[src/sv/dispc_pkg.sv]
// ----------------------------------------------------------------------------
// dispc_pkg: shared types and constants for the displacement rebuild check
// Field widths, arithmetic widths and the controller/datapath handshake.
// ----------------------------------------------------------------------------
package dispc_pkg;

  // Stream payload
  localparam int COORD_W    = 24;
  localparam int NUM_COORD  = 6;
  localparam int S_TDATA_W  = COORD_W * NUM_COORD;
  localparam int M_TDATA_W  = 32;

  // Arithmetic
  localparam int DIFF_W     = COORD_W + 1;   // full-precision difference
  localparam int MAG_W      = DIFF_W;        // magnitude up to 2^24
  localparam int SQ_W       = 50;            // sum of three squares < 3*2^48
  localparam int BUF_W      = 16;
  localparam int BSQ_W      = 2 * BUF_W;
  localparam int CMP_W      = SQ_W + 2;      // r2 * 4 against buffer^2
  localparam int BUF_FRAC   = 12;
  localparam int OUT_FRAC   = 12;
  localparam logic [BUF_W-1:0] BUF_RESET = 16'd6144;  // 1.5 in Q4.12

  // Square root unit: one result bit per step
  localparam int ROOT_W     = 25;
  localparam int REM_W      = ROOT_W + 1;
  localparam int ROOT_STEPS = ROOT_W;
  localparam int STEP_W     = 5;
  localparam logic [STEP_W-1:0] LAST_STEP = STEP_W'(ROOT_STEPS - 1);

  // Controller to datapath commands
  typedef struct packed {
    logic load_in;    // capture coordinate differences
    logic square;     // square the three differences, latch threshold
    logic sum;        // add the squares
    logic update;     // running max and threshold check
    logic root_init;  // load radicand, clear root
    logic root_step;  // one digit of the root
    logic load_out;   // fill output register, clear set state
  } dispc_cmd_t;

  // Datapath to controller status
  typedef struct packed {
    logic last;       // current item closes the set
  } dispc_stat_t;

endpackage

[src/sv/dispc_ctrl.sv]
// ----------------------------------------------------------------------------
// dispc_ctrl: sequencer for the displacement rebuild check
// Walks one item through square, sum and update; on the last item of a set
// runs the bit-serial root and hands the result to the output register.
// ----------------------------------------------------------------------------
module dispc_ctrl (
  input  logic                  clk_i,
  input  logic                  rst_ni,
  input  logic                  in_valid_i,
  output logic                  in_ready_o,
  output logic                  out_valid_o,
  input  logic                  out_ready_i,
  input  dispc_pkg::dispc_stat_t stat_i,
  output dispc_pkg::dispc_cmd_t  cmd_o
);
  import dispc_pkg::*;

  typedef enum logic [2:0] {
    ST_IDLE,
    ST_SQUARE,
    ST_SUM,
    ST_UPDATE,
    ST_PREP,
    ST_ROOT,
    ST_FINISH
  } state_e;

  state_e            state_q, state_d;
  logic [STEP_W-1:0] step_q, step_d;
  logic              valid_q, valid_d;
  logic              accept;
  logic              out_free;

  assign accept   = in_valid_i && (state_q == ST_IDLE);
  assign out_free = !valid_q || out_ready_i;

  // Next state and commands
  always_comb begin
    state_d = state_q;
    step_d  = step_q;
    valid_d = valid_q && !out_ready_i;
    cmd_o   = '0;
    unique case (state_q)
      ST_IDLE: begin
        if (accept) begin
          cmd_o.load_in = 1'b1;
          state_d       = ST_SQUARE;
        end
      end
      ST_SQUARE: begin
        cmd_o.square = 1'b1;
        state_d      = ST_SUM;
      end
      ST_SUM: begin
        cmd_o.sum = 1'b1;
        state_d   = ST_UPDATE;
      end
      ST_UPDATE: begin
        cmd_o.update = 1'b1;
        state_d      = stat_i.last ? ST_PREP : ST_IDLE;
      end
      ST_PREP: begin
        cmd_o.root_init = 1'b1;
        step_d          = '0;
        state_d         = ST_ROOT;
      end
      ST_ROOT: begin
        cmd_o.root_step = 1'b1;
        step_d          = step_q + STEP_W'(1);
        if (step_q == LAST_STEP) state_d = ST_FINISH;
      end
      ST_FINISH: begin
        // wait for a free output register
        if (out_free) begin
          cmd_o.load_out = 1'b1;
          valid_d        = 1'b1;
          state_d        = ST_IDLE;
        end
      end
      default: state_d = ST_IDLE;
    endcase
  end

  // State and registered handshake
  always_ff @(posedge clk_i or negedge rst_ni) begin
    if (!rst_ni) begin
      state_q <= ST_IDLE;
      step_q  <= '0;
      valid_q <= 1'b0;
    end else begin
      state_q <= state_d;
      step_q  <= step_d;
      valid_q <= valid_d;
    end
  end

  assign in_ready_o  = (state_q == ST_IDLE);
  assign out_valid_o = valid_q;

endmodule

[config.mk]
export PLATFORM = sky130hd
export DESIGN_NAME = dispc_ctrl
export DESIGN_NICKNAME = d
export VERILOG_FILES = /design/src/sv/dispc_pkg.sv /design/src/sv/dispc_ctrl.sv
export SDC_FILE = /design/constraint.sdc
export NUM_CORES = 1
export LEC_CHECK = 0
export ABC_AREA = 0
export BUFFER_PORTS_ARGS = -buffer_cell sky130_fd_sc_hd__buf_2
export CAP_MARGIN = 40
export CORE_AREA = 2 2 39 41
export DETAILED_ROUTE_END_ITERATION = 6
export DIE_AREA = 0 0 41 43
export HOLD_SLACK_MARGIN = 0.12
export SYNTH_ARGS = -nofsm -noshare
export SYNTH_HDL_FRONTEND = slang
export SYNTH_SLANG_ARGS = --single-unit
[constraint.sdc]
create_clock -name clk_i -period 1.7 [get_ports clk_i]
set_input_delay 0.17 -clock clk_i [delete_from_list [all_inputs] [get_ports clk_i]]
set_output_delay 0.17 -clock clk_i [all_outputs]
set_load 0.01 [all_outputs]
[After elaboration in Yosys (flattened, before gate mapping)]
Cells that the tools add are included.
W data, S select, Z words.
Word-level totals
  register bits: 9
  input port bits: 5
  output and inout bits: 9
Cells by class
  $add $sub $neg: 1
  equality and inequality tests: 10
  multiplexer cells: 17
  reductions and logical operators: 8
Operator list (number)
  $pmux W3 S7: 1
  $mux W3: 4
  $mux W1: 11
  $pmux W5 S2: 1
  $eq A3 B3 Y1 const B: 3
  $eq A3 B2 Y1 const B: 2
  $add A5 B1 Y5 const B: 1
  $eq A5 B5 Y1 const B: 1
  $ne A2 B2 Y1 const B: 2
  $eq A3 B1 Y1 const B: 1
  $logic_not A3 Y1: 1
  $reduce_and A3 Y1: 1
  $logic_and A1 B1 Y1: 2
  $logic_not A1 Y1: 2
  $ne A2 B1 Y1 const B: 1
  $reduce_bool A2 Y1: 1
  $logic_or A1 B1 Y1: 1

[Logic depth before layout (Yosys ltp)]
  depth after elaboration: 4
  mapped depth: 5
  depth with buffers taken out: 5

[Worst setup path after synthesis]
No wires, ideal clock.
  path kind: register to register
  start: reg state_q[1]
  end: reg step_q[4]
  setup time: 0.069 ns
  arrival: 1.289 ns
  slack: 0.342 ns
  stages on the path, launching flop included: 6
  buffers on the path: 2
  clock period less this slack: 1.358 ns
  cells stage by stage: dfrtp_1 > buf_6 > nand2b_4 > buf_6 > or4b_1 > nand3_1
On the way
  cells in the longest elaborated chain, start to end: 2
  elaborated cells on any way between the ends: 4
  those cells by class: 2 x eq/ne; 1 x mux; 1 x reduce/logical
RTL lines
  start, declared: line dispc_ctrl.sv:28  | state_e state_q, state_d;
  start signal, assigned: line dispc_ctrl.sv:91  | state_q <= state_d;
  $eq A3 B3 Y1: line dispc_ctrl.sv:43  | unique case (state_q)
  $pmux W5 S2 / $reduce_bool A2 Y1 (equally long branches)
  end signal, assigned: line dispc_ctrl.sv:92  | step_q <= step_d;
  end, declared: line dispc_ctrl.sv:29  | logic [STEP_W-1:0] step_q, step_d;
Several ways; a longest one is shown, not always the timed one.
A chain may end at the register's enable or synchronous reset.

==> impl_metrics.toml <==
[detailed_routing]
drt_pass1_iterations = 5
drtIter0Drc = 21
route.detailed.drc = 0
dr_total_vias = 460
via_per_inst = 5.17
wl_mm = 1.00
drt.antenna.violating_nets = 0
wire_per_inst_um = 11.2

[setup_path]
cpPeakStageDelay_ns = 0.52
path_class = "flop to primary output"
cpMaxStageDelayCell = "dfrtp_1"
cp-start-kind = "flop"
worstPathMaxFanout = 14
worstPathArrival_ns = 1.32
worstPathCellList = "nor3_1 > and2_1 > buf_2"
critPathCaptureType = "primary output"
rr_startpoint = "state_q[2]$_DFFE_PN0P_"
cpLargestDelayFamily = "flip-flops"
crit_required_ns = 1.53
ff2ff_path_depth = 3
reg2reg_to = "step_q[4]$_DFFE_PN0P_"
path_buf_inv = 1
r2r_slack_ns = 0.32

[logic_synthesis]
yosys-top-cells-area = "dfrtp_1 42%, nand3_1 5.6%, nand2_1 4.9%"
synthAdderAreaFrac_pct = 4.69
yosys-mux-area-fraction_pct = 1.88
ys_top_cells_by_count = "9 x dfrtp_1, 7 x nand2_1, 6 x nand3_1, 5 x inv_1"
ys_seq_elements = 9
synth-simple-area-share_pct = 30.5
syn-cell-area_um2 = 533
ys_types = 25
synth_compound_area_share_pct = 11.3
synthFlopType = "dfrtp_1"
postSynthAreaPerCell_um2 = 9.03
seq_area_frac_synth_pct = 42.3
yosys_warnings = 0
synth-edff-count = 0
syn-num-nets = 66
synth_top_area_share_pct = 42.3
synth_top_family_by_area = "simple AND/OR/NAND/NOR gates"
yosysMostFrequentCell = "dfrtp_1"
synthCells = 59
synth_xor_area_share_pct = 0
async_flop_share_pct = 100
synth_area_leader_cell = "dfrtp_1"

[place]
io_buffers = 13
gp_congestion = 0.756
hpwl_um = 745
pre_cts_slack_ns = 0.342
place_area_um2 = 587

[clock_tree]
cts_tree = "done"
cts_sinks = 9
h-tree-depth = 1
clk_pin_slew_ns = 0.06
root_buffer = "clkbuf_4"
clockBufferDepth = 2
cts_resized = 0
insertion_delay_ns = 0.26
cts_setup_buffers = 0
cts_buffers = 3

[sta]
tightest_slew_ns = 0.388
timing.final.crit_share_pct = 87.4
fmax_ghz = 0.673
min_period_ns = 1.49
drv_slew = 0
hold_violations = 0
layout_setup_ws_ns = 0.214
finalSetupViolCount = 0
finalClockSkew_ns = 0.00109
grt_setup_unrepaired = "no"
maxSlewHeadroom_pct = 74.1
whs_ns = 0.161
setup_tns_ns = 0

[cells_and_area]
seq_area_um2 = 225
multi_input_area_um2 = 258
fillCellCount = 141
finalInstanceArea_um2 = 623
area_delta_synth_final_pct = 16.9
drive_gt1_share_pct = 24.7
antennaDiodeCount = 0
utilization_pct = 45.0
nets = 81

[die]
die_w_um = 41
ios = 14
rows = 14
initial_core_util_pct = 38.5
die_y_um = 43
fp.dieArea_um2 = 1760
core_um2 = 1380

[power_and_ir_drop]
peakVddDrop_mv = 0.677
power.density_nw_per_um2 = 1700
power.leakage_nw = 0.318

[worst_hold_path]
worstHoldEndpoint = "state_q[2]$_DFFE_PN0P_"
worstHoldStart = "stat_i"
hold_class = "input pin to flop"
hold_depth = 2

[global_routing]
met1_usage_pct = 20.6
grtUsageTotal_pct = 13.1
grt_pass1_vias = 340
grt_busiest_layer = "met1"
grt_overflow = 0
grt_max_degree = 15
grt_use_met3_pct = 1.57
grtUsageMet2_pct = 14.4
grt_pass1_wl_mm = 1.50
antenna_found_initial = 0

[outcome]
status = "complete, no violations"

[run]
maxCapViolCount = 0
==> report_power, final <==
group / leakage, nW / switching (W) / internal [W]
logic: 0.192 / 0.000213 / 0.000225
clock network: 0.0150 / 0.0000756 / 0.0000905
registers: 0.111 / 0.000156 / 0.000298
total: 0.318 / 0.000445 / 0.000614
==> layout by cell type, fill, tap and decap left out, types with 3 or more instances in the layout <==
| cell | synthesis | final |
|---|---|---|
| buf_2 | 1 | 13 |
| dfrtp_1 | 9 | 9 |
| nand2_1 | 7 | 7 |
| nand3_1 | 6 | 6 |
| inv_1 | 5 | 5 |
| nor2_1 | 3 | 3 |
| o21ai_0 | 3 | 3 |
| clkbuf_4 | 0 | 3 |
==> repair_timing <==
item / 4_1_cts / 5_1_grt
endpoints found under the setup margin: 0 / 0
hold buffers: 1 / 0
endpoints found under the hold margin: 9 / 0
==> registers in the layout, summed over array words and instances, names as in the netlist <==
register and count:
step_q 5, state_q 3, out_valid_o 1
==> cell families (layout without fill, tap and decap cells) <==
group / count (synthesis) / after routing
muxes: 1 / 1
DFF: 9 / 9
buffers and inverters: 9 / 23
AOI/OAI and AO/OA: 9 / 9
and+or+nand+nor: 29 / 29
adders and majority gates: 2 / 2
==> through the flow <==
stage | power, W | cells
after floorplan | 0.000798 | 59
after global placement | 0.000902 | 84
after detailed placement | 0.000901 | 84
after CTS | 0.00107 | 89
after global routing | 0.00116 | 89
final | 0.00106 | 89
==> routing by layer <==
| metal | vias to the layer above | share of wire (%) | wire length [µm] |
|---|---|---|---|
| met1 | 211 | 51 | 505 |
| met4 | 0 | 0 | 0 |
| met5 | - | 0 | 0 |
| met3 | 0 | 5.2 | 52 |
| met2 | 19 | 44 | 442 |
| li1 | 230 | - | - |
==> how the worst max path moves through the flow <==
| stage | start | to | slack, ns | cells after the start |
|---|---|---|---|---|
| 2_1_floorplan | state_q[1]$_DFFE_PN0P_ | step_q[4]$_DFFE_PN0P_ | 0.34 | 5 |
| 3_3_place_gp | state_q[2]$_DFFE_PN0P_ | step_q[4]$_DFFE_PN0P_ | 0.34 | 3 |
| 3_5_place_dp | state_q[2]$_DFFE_PN0P_ | step_q[4]$_DFFE_PN0P_ | 0.34 | 3 |
| 4_1_cts | state_q[0]$_DFFE_PN0P_ | cmd_o[6] | 0.17 | 3 |
| 5_1_grt | state_q[0]$_DFFE_PN0P_ | cmd_o[6] | 0.08 | 3 |
| 6_report | state_q[0]$_DFFE_PN0P_ | cmd_o[6] | 0.21 | 3 |
==> cell type report <==
class	instances	area share [%]
well taps	16	3.21
inverters	5	3.01
repair buffers	14	12.0
flip-flops and latches	9	36.1
multi-input cells	41	41.4
clock buffers	4	4.22
Note: power is estimated with default switching activity, not from simulation.
